===== src/rtl/hsvp_pkg.sv =====
// package: shared widths, constants and stage payload types for the hsv to rgb converter
`timescale 1ns / 1ps
`default_nettype none
package hsvp_pkg;

    // input and output field widths
    localparam int HUE_W   = 9;
    localparam int PCT_W   = 7;
    localparam int CHAN_W  = 8;
    localparam int SECT_W  = 3;
    localparam int FRAC_W  = 6;
    localparam int PEAK_W  = 15;   // 255 * v, v <= 100
    localparam int COEF_W  = 13;   // level coefficient, <= 6000
    localparam int NUM_W   = 28;   // peak * coefficient, <= 153000000

    // arithmetic constants
    localparam logic [PCT_W-1:0]  PCT_MAX     = 7'd100;
    localparam int                HUE_SPAN    = 60;
    localparam int                SECT_COUNT  = 8;     // 511 / 60
    localparam logic [SECT_W-1:0] SECT_LAST   = 3'd5;
    localparam logic [COEF_W-1:0] COEF_PEAK   = 13'd6000;
    localparam logic [COEF_W-1:0] COEF_FLOOR  = 13'd60;

    // reciprocal of 600000 scaled by 2^48, rounded up; exact for numerators below 2^28
    localparam int                RECIP_W     = 29;
    localparam int                RECIP_SHIFT = 48;
    localparam logic [RECIP_W-1:0] RECIP      = 29'd469124962;
    localparam int                PROD_W      = NUM_W + RECIP_W;

    // hue sectors
    localparam logic [SECT_W-1:0] SECT_RED_UP   = 3'd0;
    localparam logic [SECT_W-1:0] SECT_GRN_PEAK = 3'd1;
    localparam logic [SECT_W-1:0] SECT_GRN_UP   = 3'd2;
    localparam logic [SECT_W-1:0] SECT_BLU_PEAK = 3'd3;
    localparam logic [SECT_W-1:0] SECT_BLU_UP   = 3'd4;

    // payload between the prep and scale sections
    typedef struct packed {
        logic [SECT_W-1:0] sector;
        logic [PEAK_W-1:0] peak;
        logic [COEF_W-1:0] k_lo;
        logic [COEF_W-1:0] k_mid;
    } coef_t;

    // payload between the scale section and the output stage
    typedef struct packed {
        logic [SECT_W-1:0] sector;
        logic [CHAN_W-1:0] hi;
        logic [CHAN_W-1:0] lo;
        logic [CHAN_W-1:0] mid;
    } level_t;

endpackage
`default_nettype wire


===== src/rtl/hsvp_prep.sv =====
// prep section: clamp, hue sector split and level coefficients, two register stages
`timescale 1ns / 1ps
`default_nettype none
module hsvp_prep (
    input  wire logic                        aclk,
    input  wire logic                        aresetn,
    input  wire logic                        in_valid,
    output logic                             in_ready,
    input  wire logic [hsvp_pkg::HUE_W-1:0]  hue,
    input  wire logic [hsvp_pkg::PCT_W-1:0]  saturation,
    input  wire logic [hsvp_pkg::PCT_W-1:0]  brightness,
    output logic                             out_valid,
    input  wire logic                        out_ready,
    output hsvp_pkg::coef_t                  out_coef
);
    import hsvp_pkg::*;

    logic                 v1_reg;
    logic                 v2_reg;
    logic                 en1;
    logic                 en2;
    logic [SECT_W-1:0]    sector_reg;
    logic [FRAC_W-1:0]    frac_reg;
    logic [PCT_W-1:0]     sat_reg;
    logic [PEAK_W-1:0]    peak_reg;
    coef_t                coef_reg;

    logic [3:0]           sect_full;
    logic [HUE_W-1:0]     frac_full;
    logic [PCT_W-1:0]     sat_c;
    logic [PCT_W-1:0]     bri_c;
    logic [SECT_W-1:0]    sector_next;
    logic [PEAK_W-1:0]    peak_next;
    logic [COEF_W-1:0]    k_lo;
    logic [COEF_W-1:0]    sf;
    coef_t                coef_next;

    // stage handshake
    assign en2       = !v2_reg || out_ready;
    assign en1       = !v1_reg || en2;
    assign in_ready  = en1;
    assign out_valid = v2_reg;
    assign out_coef  = coef_reg;

    // stage 1: clamp, sector and remainder within the sector
    always_comb begin
        sat_c = (saturation > PCT_MAX) ? PCT_MAX : saturation;
        bri_c = (brightness > PCT_MAX) ? PCT_MAX : brightness;
        sect_full = 4'd0;
        for (int i = 1; i <= SECT_COUNT; i++) begin
            if (hue >= HUE_W'(i * HUE_SPAN)) begin
                sect_full = 4'(i);
            end
        end
        frac_full   = hue - HUE_W'(sect_full) * HUE_W'(HUE_SPAN);
        sector_next = (sect_full > 4'(SECT_LAST)) ? SECT_LAST : sect_full[SECT_W-1:0];
        peak_next   = (PEAK_W'(bri_c) << 8) - PEAK_W'(bri_c);
    end

    // stage 2: floor and ramp coefficients over denominator 6000
    always_comb begin
        k_lo = COEF_W'(PCT_MAX - sat_reg) * COEF_FLOOR;
        sf   = COEF_W'(sat_reg) * COEF_W'(frac_reg);
        coef_next.sector = sector_reg;
        coef_next.peak   = peak_reg;
        coef_next.k_lo   = k_lo;
        // even sectors rise from the floor, odd ones fall from the peak
        coef_next.k_mid  = !sector_reg[0] ? (k_lo + sf) : (COEF_PEAK - sf);
    end

    // valid bits
    always_ff @(posedge aclk) begin
        if (!aresetn) begin
            v1_reg <= 1'b0;
            v2_reg <= 1'b0;
        end else begin
            if (en1) begin
                v1_reg <= in_valid;
            end
            if (en2) begin
                v2_reg <= v1_reg;
            end
        end
    end

    // payload registers
    always_ff @(posedge aclk) begin
        if (en1) begin
            sector_reg <= sector_next;
            frac_reg   <= frac_full[FRAC_W-1:0];
            sat_reg    <= sat_c;
            peak_reg   <= peak_next;
        end
        if (en2) begin
            coef_reg <= coef_next;
        end
    end

endmodule
`default_nettype wire


===== src/rtl/hsvp_scale.sv =====
// scale section: level numerators and reciprocal divide by 600000, two register stages
`timescale 1ns / 1ps
`default_nettype none
module hsvp_scale (
    input  wire logic     aclk,
    input  wire logic     aresetn,
    input  wire logic     in_valid,
    output logic          in_ready,
    input  wire hsvp_pkg::coef_t in_coef,
    output logic          out_valid,
    input  wire logic     out_ready,
    output hsvp_pkg::level_t out_level
);
    import hsvp_pkg::*;

    logic              v1_reg;
    logic              v2_reg;
    logic              en1;
    logic              en2;
    logic [SECT_W-1:0] sector_reg;
    logic [NUM_W-1:0]  n_hi_reg;
    logic [NUM_W-1:0]  n_lo_reg;
    logic [NUM_W-1:0]  n_mid_reg;
    level_t            level_reg;

    logic [PROD_W-1:0] p_hi;
    logic [PROD_W-1:0] p_lo;
    logic [PROD_W-1:0] p_mid;
    level_t            level_next;

    // stage handshake
    assign en2       = !v2_reg || out_ready;
    assign en1       = !v1_reg || en2;
    assign in_ready  = en1;
    assign out_valid = v2_reg;
    assign out_level = level_reg;

    // stage 2: quotient by reciprocal multiply, result fits the channel width
    always_comb begin
        p_hi  = PROD_W'(n_hi_reg)  * PROD_W'(RECIP);
        p_lo  = PROD_W'(n_lo_reg)  * PROD_W'(RECIP);
        p_mid = PROD_W'(n_mid_reg) * PROD_W'(RECIP);
        level_next.sector = sector_reg;
        level_next.hi     = p_hi[RECIP_SHIFT +: CHAN_W];
        level_next.lo     = p_lo[RECIP_SHIFT +: CHAN_W];
        level_next.mid    = p_mid[RECIP_SHIFT +: CHAN_W];
    end

    // valid bits
    always_ff @(posedge aclk) begin
        if (!aresetn) begin
            v1_reg <= 1'b0;
            v2_reg <= 1'b0;
        end else begin
            if (en1) begin
                v1_reg <= in_valid;
            end
            if (en2) begin
                v2_reg <= v1_reg;
            end
        end
    end

    // stage 1: numerators over 600000
    always_ff @(posedge aclk) begin
        if (en1) begin
            sector_reg <= in_coef.sector;
            n_hi_reg   <= NUM_W'(in_coef.peak) * NUM_W'(COEF_PEAK);
            n_lo_reg   <= NUM_W'(in_coef.peak) * NUM_W'(in_coef.k_lo);
            n_mid_reg  <= NUM_W'(in_coef.peak) * NUM_W'(in_coef.k_mid);
        end
        if (en2) begin
            level_reg <= level_next;
        end
    end

endmodule
`default_nettype wire


===== src/rtl/hsv_percent_to_rgb.sv =====
// top level: hsv (degrees, percent) to 8-bit rgb converter with output register
`timescale 1ns / 1ps
`default_nettype none
// Converts hue in degrees with saturation and value in percent to truncated 8-bit
// red, green and blue. Saturation and value above 100 are clamped to 100; hue of
// 360 and above uses the last sector while the ramp still takes hue mod 60. The
// block is a five-stage pipeline (clamp and sector split, coefficients, numerator
// multiply, reciprocal multiply for the divide by 600000, channel select into the
// output register): it takes one item per clock unless the output stalls. Each
// stage holds under backpressure on its own, so a stalled output fills empty stages
// before the input side stops.
module hsv_percent_to_rgb (
    input  wire logic        aclk,
    input  wire logic        aresetn,
    input  wire logic        s_tvalid,
    output logic             s_tready,
    input  wire logic [23:0] s_tdata,   // hue[8:0], saturation[15:9], brightness[22:16], zero
    output logic             m_tvalid,
    input  wire logic        m_tready,
    output logic [23:0]      m_tdata    // red[7:0], green[15:8], blue[23:16]
);
    import hsvp_pkg::*;

    logic   coef_valid;
    logic   coef_ready;
    coef_t  coef;
    logic   level_valid;
    logic   level_ready;
    level_t level;

    logic              out_valid_reg;
    logic [CHAN_W-1:0] red_reg;
    logic [CHAN_W-1:0] green_reg;
    logic [CHAN_W-1:0] blue_reg;
    logic [CHAN_W-1:0] red_next;
    logic [CHAN_W-1:0] green_next;
    logic [CHAN_W-1:0] blue_next;

    hsvp_prep u_prep (
        .aclk       (aclk),
        .aresetn    (aresetn),
        .in_valid   (s_tvalid),
        .in_ready   (s_tready),
        .hue        (s_tdata[8:0]),
        .saturation (s_tdata[15:9]),
        .brightness (s_tdata[22:16]),
        .out_valid  (coef_valid),
        .out_ready  (coef_ready),
        .out_coef   (coef)
    );

    hsvp_scale u_scale (
        .aclk      (aclk),
        .aresetn   (aresetn),
        .in_valid  (coef_valid),
        .in_ready  (coef_ready),
        .in_coef   (coef),
        .out_valid (level_valid),
        .out_ready (level_ready),
        .out_level (level)
    );

    // output stage handshake
    assign level_ready = !out_valid_reg || m_tready;
    assign m_tvalid    = out_valid_reg;
    assign m_tdata     = {blue_reg, green_reg, red_reg};

    // sector picks which channel takes peak, floor or ramp level
    always_comb begin
        case (level.sector)
            SECT_RED_UP: begin
                red_next = level.hi;  green_next = level.mid; blue_next = level.lo;
            end
            SECT_GRN_PEAK: begin
                red_next = level.mid; green_next = level.hi;  blue_next = level.lo;
            end
            SECT_GRN_UP: begin
                red_next = level.lo;  green_next = level.hi;  blue_next = level.mid;
            end
            SECT_BLU_PEAK: begin
                red_next = level.lo;  green_next = level.mid; blue_next = level.hi;
            end
            SECT_BLU_UP: begin
                red_next = level.mid; green_next = level.lo;  blue_next = level.hi;
            end
            default: begin
                red_next = level.hi;  green_next = level.lo;  blue_next = level.mid;
            end
        endcase
    end

    // output valid
    always_ff @(posedge aclk) begin
        if (!aresetn) begin
            out_valid_reg <= 1'b0;
        end else if (level_ready) begin
            out_valid_reg <= level_valid;
        end
    end

    // output payload
    always_ff @(posedge aclk) begin
        if (level_ready) begin
            red_reg   <= red_next;
            green_reg <= green_next;
            blue_reg  <= blue_next;
        end
    end

endmodule
`default_nettype wire


===== config.mk =====
export PLATFORM = sky130hd
export DESIGN_NAME = hsv_percent_to_rgb
export DESIGN_NICKNAME = d
export VERILOG_FILES = /design/src/rtl/hsvp_pkg.sv /design/src/rtl/hsvp_prep.sv /design/src/rtl/hsvp_scale.sv /design/src/rtl/hsv_percent_to_rgb.sv
export SDC_FILE = /design/constraint.sdc
export NUM_CORES = 2
export LEC_CHECK = 0
export BUFFER_PORTS_ARGS = -buffer_cell sky130_fd_sc_hd__buf_2
export CAP_MARGIN = 0
export CORE_MARGIN = 2
export CORE_UTILIZATION = 65
export CTS_BUF_LIST = sky130_fd_sc_hd__clkbuf_8
export DETAILED_ROUTE_END_ITERATION = 6
export GPL_TIMING_DRIVEN = 0
export HOLD_SLACK_MARGIN = 0.08
export PLACE_DENSITY = 0.9
export SLEW_MARGIN = 20
export SYNTH_ARGS = -nofsm -noshare
export SYNTH_HDL_FRONTEND = slang
export SYNTH_SLANG_ARGS = --single-unit

===== constraint.sdc =====
create_clock -name aclk -period 9.12 [get_ports aclk]
set_input_delay 0.456 -clock aclk [delete_from_list [all_inputs] [get_ports aclk]]
set_output_delay 0.456 -clock aclk [all_outputs]
set_load 0.02 [all_outputs]

# After elaboration in Yosys (flattened, before gate mapping)
# Cells that the tools add are included.
[word_totals] input_bits=28 out_inout_bits=26 register_bits=212 elab_cells=83
[op_classes] mul=9 reduce_logical=17 addsub=5 n_eq_ne=4 magnitude_cmp=11 mux=13
[op_table] cell="$mul A28 B28 Y55 const B" n=2
[op_table] cell="$mul A24 B28 Y51 const B" n=1
[op_table] cell="$pmux W8 S2" n=3
[op_table] cell="$ge A9 B9 Y1 const B" n=4
[op_table] cell="$mul A15 B13 Y28" n=1
[op_table] cell="$mux W4" n=7
[op_table] cell="$mul A15 B11 Y26" n=1
[op_table] cell="$mul A15 B9 Y24 const B" n=1
[op_table] cell="$ge A9 B8 Y1 const B" n=2
[op_table] cell="$sub A15 B7 Y15" n=1
[op_table] cell="$gt A7 B7 Y1 const B" n=2
[op_table] cell="$add A13 B13 Y13" n=1
[op_table] cell="$mul A13 B4 Y11 const B" n=1
[op_table] cell="$mul A7 B6 Y13" n=1
[op_table] cell="$mux W13" n=1
[op_table] cell="$sub A13 B13 Y13 const A" n=1
[op_table] cell="$reduce_or A2 Y1" n=6
[op_table] cell="$ge A9 B6 Y1 const B" n=1
[op_table] cell="$ge A9 B7 Y1 const B" n=1
[op_table] cell="$sub A7 B7 Y8 const A" n=1
[op_table] cell="$mux W7" n=1
[op_table] cell="$eq A3 B2 Y1 const B" n=2
[op_table] cell="$sub A6 B6 Y6" n=1
[op_table] cell="$logic_not A1 Y1" n=5
[op_table] cell="other kinds (7)" n=11

# Depth between registers and ports, before layout
[logic_depth] depth_word=11 mapped_depth=27 depth_no_buf=27

# Cells and area by module
# From an unflattened synthesis, not the netlist that was laid out.
[hier_totals] hier_cells=6139 area_unflattened_um2=61526.5
[by_module_without_submodules] module="hsvp_scale" area_each_um2=53973.0 instances=1 cells_per_inst=5413 seq_area_each_um2=3343.2
[by_module_without_submodules] module="hsvp_prep" area_each_um2=5836.8 instances=1 cells_per_inst=566 seq_area_each_um2=2232.1
[by_module_without_submodules] module="hsv_percent_to_rgb" area_each_um2=1716.6 instances=1 cells_per_inst=160 seq_area_each_um2=740.7

# Least setup slack after synthesis
# No wires, ideal clock.
[synth_path] path_type="reg2reg" start="register u_scale.n_lo_reg[12]" end="register u_scale.level_reg (netlist bit u_scale.out_level[15]), data pin" slack_ns=2.306 path_buffers=1 arrival_ns=6.554 period_less_slack_ns=6.814 t_required_ns=8.860 stages_incl_launch_ff=25 setup_ns=0.260 path_cell_list="edfxtp_1 inv_1 fa_1 clkbuf_1 xor2_1 ha_1 o21bai_1 fa_1 fa_1 fa_1 fa_1 inv_1 fa_1 inv_1 ha_1 a211o_1 a2111oi_4 a311oi_1 a211oi_2 o2111ai_2 nand2_2 o21ai_2 or4_1 a31oi_1 xnor2_1"
[synth_between] elab_chain_len=1
[synth_lines] item="from (decl)" line="hsvp_scale.sv:22" source="logic [NUM_W-1:0] n_lo_reg;"
[synth_lines] item="from (signal assigned)" line="hsvp_scale.sv:69" source="n_lo_reg <= NUM_W'(in_coef.peak) * NUM_W'(in_coef.k_lo);"
[synth_lines] item="$mul A28 B28 Y55" line="hsvp_scale.sv:41" source="p_lo = PROD_W'(n_lo_reg) * PROD_W'(RECIP);"
[synth_lines] item="via u_scale.p_lo[55]" line="hsvp_scale.sv:27" source="logic [PROD_W-1:0] p_lo;"
[synth_lines] item="to (signal assigned)" line="hsvp_scale.sv:73" source="level_reg <= level_next;"
[synth_lines] item="to (decl)" line="hsvp_scale.sv:24" source="level_t level_reg;"
# The timed path passes the listed nets, and every way through them passes these cells.
# A chain may end at the register's enable or synchronous reset.

# Final worst setup path
[layout_path] start="register u_scale.n_lo_reg[9]" end="register u_scale.level_reg (netlist bit u_scale.out_level[15]), data pin"
# Same word-level chain as after synthesis.

==> results.toml <==
[logic_synthesis]
synth_commonest_cells = "sky130_fd_sc_hd__inv_1, sky130_fd_sc_hd__fa_1, sky130_fd_sc_hd__ha_1, sky130_fd_sc_hd__nand2_1, sky130_fd_sc_hd__edfxtp_1"
synth_area_in_adders = 0.6184
ys_ff_latch = 210
mappedNetlistArea_sq_um = 58350
synth.top_cells.by_area = "sky130_fd_sc_hd__fa_1, sky130_fd_sc_hd__ha_1, sky130_fd_sc_hd__inv_1"
synth-seq-area-share = 0.1072
syn_inst = 5781
synthesis.nets = 7979
synthesized_area_fraction_occupied_by_ao_oa_aoi_and_oai_cells = 0.05511
ffs_w_async_s_r_synth = 0
post_synth_and_or_nand_nor_area_fraction = 0.06663
yosys.area.top_type = "sky130_fd_sc_hd__fa_1"
synth.distinct_cells = 76
synth.mux.area_fraction = 0.001909
synth_enable_flop_cells = 205
synth_largest_type_area_fraction = 0.4076
yosysMostFrequentCell = "sky130_fd_sc_hd__inv_1"
yosys_warnings = 0
synth_xor_area_frac = 0.02867
post_synth.cell_area_avg_sq_um = 10.09
main_combinational_cell_family_by_area_after_synthesis = "adder cells"
synth-main-ff-cell = "sky130_fd_sc_hd__edfxtp_1"

[cts]
clk_pin_slew_ns = 0.08
cts_tree = "built"
insertion_delay_ns = 0.63
cts-buffers-inserted = 38
cts.path.max_buffers = 3
postCtsResizedCells = 0
cts-root-buf = "sky130_fd_sc_hd__clkbuf_8"
clkSinkCount = 210
cts-htree-levels = 2

[timing]
max-slew-margin-rel = 0.2577
report.final.setup_viol = 0
final_max_slew_viol_count = 0
fin_skew_ns = 0.04203
grt_setup_unrepaired = "false"
tns_ns = 0
timing.final.crit_period_ns = 8.194
report.final.hold_viol_count = 0
maxClockFrequency_mhz = 122.0
tightestPinTransition_ns = 1.110
final_min_period_over_clock_period = 0.8985

[final_layout]
fillerInstances = 6331
stdcell_area_sq_um = 60930
largest_register_ff_count = 42
final-instance-count-excl-fill = 7072
finish.utilization = 0.6873
drive_above_1_share = 0.02218
area.growth.synth_to_final_pct = 4.422
design.final.nets = 8074

[placed_design]
gpl_congestion = 1.002
placed_cells_incl_taps = 6995
buffer_ports.inserted = 47
placed_area_sq_um = 60090
hpwlAfterDp_microns = 124600

[detailed_routing]
drt_pre_antenna_iters = 6
detailroute.via_count = 39906
drtIter0Drc = 3106
drt.antenna.violating_nets = 0
post_drt_wl_per_cell_microns = 20.15
detail_route.vias_per_cell = 5.643
drc = 0
routed_wl_microns = 142500

[floorplanning]
dieArea_sq_um = 92180
coreArea_sq_um = 88650
die_height_microns = 303.6
top_level_ports = 54
fp.dieW_microns = 303.6
floorplan.initialDensity = 0.6582
std_cell_rows = 109

[critical_path]
critical-path-top-cell-by-count = "sky130_fd_sc_hd__fa_1"
worst_path_max_delay_cell = "sky130_fd_sc_hd__a211oi_2"
arrival_ns = 8.54
slowest_delay_ns = 0.68
critical_path_peak_fanout = 6
reg2reg_slack_ns = 0.93
cp-start-kind = "flip-flop"
critical_path_class = "reg2reg"
setup.worst_path.end_class = "flip-flop"
critPathRequiredTime_ns = 9.47
path_cells = "inv_1 > fa_1 > clkbuf_1 > xor2_1 > ha_1 > o21bai_1 > fa_1 > fa_1 > fa_1 > fa_1 > inv_1 > fa_1 > inv_1 > ha_1 > a211o_1 > a2111oi_4 > a311oi_1 > a211oi_2 > o2111ai_2 > nand2_2 > o21ai_2 > or4_1 > a31oi_1 > xnor2_1"

[min_path]
min-delay-path-class = "in2reg"

[run_status]
outcome = "finished clean"

[grt]
antenna_violations_before_repair = 1
global_route_wire_length_before_repair_microns = 233500
grt_usage = 0.3239
overflow = 0
maximum_number_of_pins_on_one_net_before_global_route_repair = 47
number_of_global_route_vias_before_repair = 44504

[flow_run]
maxCapViolCount = 0
## cells in the final DEF (no fill, tap or decap), types with 83 or more instances in the layout
| cell | count |
|---|---|
| sky130_fd_sc_hd__xnor2_1 | 121 |
| sky130_fd_sc_hd__and2_1 | 160 |
| sky130_fd_sc_hd__nor2_1 | 112 |
| sky130_fd_sc_hd__ha_1 | 982 |
| sky130_fd_sc_hd__clkbuf_1 | 96 |
| sky130_fd_sc_hd__a21o_1 | 83 |
| sky130_fd_sc_hd__fa_1 | 1188 |
| sky130_fd_sc_hd__o21ai_0 | 85 |
| sky130_fd_sc_hd__nand2_1 | 349 |
| sky130_fd_sc_hd__inv_1 | 1807 |
| sky130_fd_sc_hd__a21oi_1 | 128 |
| sky130_fd_sc_hd__edfxtp_1 | 205 |
## layer usage
metal | vias to the layer above | routed length, microns | GRT usage | part of all wire
li1 | 17730 | - | - | -
met1 | 19973 | 56400 | 0.4315 | 0.40
met2 | 1817 | 66570 | 0.5287 | 0.47
met3 | 386 | 13660 | 0.06732 | 0.096
met4 | 0 | 5871 | 0.1174 | 0.041
met5 | - | 0 | 0 | 0
## worst max-delay path, delay by kind of cell (launching register included)
family,cells,cell delay (ns)
DFF,1,0.57
buffers and inverters,4,0.59
and+or+nand+nor,2,0.55
xor gates and xnor gates,2,0.23
adders and majority gates,8,3.64
AOI/OAI and AO/OA,8,2.34
## cell type report
cell class	instances	area (sq um)	share of cell area
repair buffers	55	335.3	0.005504
diodes	2	5.005	0.00008214
multi-input cells	3673	44980	0.7382
plain buffers	97	364.1	0.005976
clock inverters	29	219.0	0.003594
inverters	1801	6763	0.1110
clock buffers	40	550.5	0.009036
well taps	1165	1458	0.02392
flip-flops and latches	210	6256	0.1027
## final timing paths
check	start	to	cells after the start
worst max register to register	u_scale.n_lo_reg[9]	u_scale.out_level[15]	24
worst max-delay path	u_scale.n_lo_reg[9]	u_scale.out_level[15]	24
worst min register to register	u_prep.peak_reg[4]	u_prep.out_coef[30]	0
worst min-delay path	s_tdata[10]	u_prep.sat_reg[1]	2
## cell families after synthesis
group,Yosys count
mux,11
fa+ha+maj,2171
simple gates,813
buf+inv,1898
flops,210
compound gates,487
xor+xnor,191
## metrics by stage
stage / hold WS (ns) / worst slack, ns
floorplan: 0.4003 / 2.306
global placement: 0.4010 / 1.241
detailed placement: 0.4045 / 1.166
CTS: 0.08708 / 1.104
global route: 0.1119 / 0.7303
finish: 0.1253 / 0.9261
## what timing repair did
action,in CTS,in global routing
hold endpoints to repair,7,0
hold buffers,6,0
endpoints found under the setup margin,0,0
buffers inserted,0,0
Power is not shown: default switching activity piles up to over one toggle a cycle in this logic, so the estimate is an artifact.
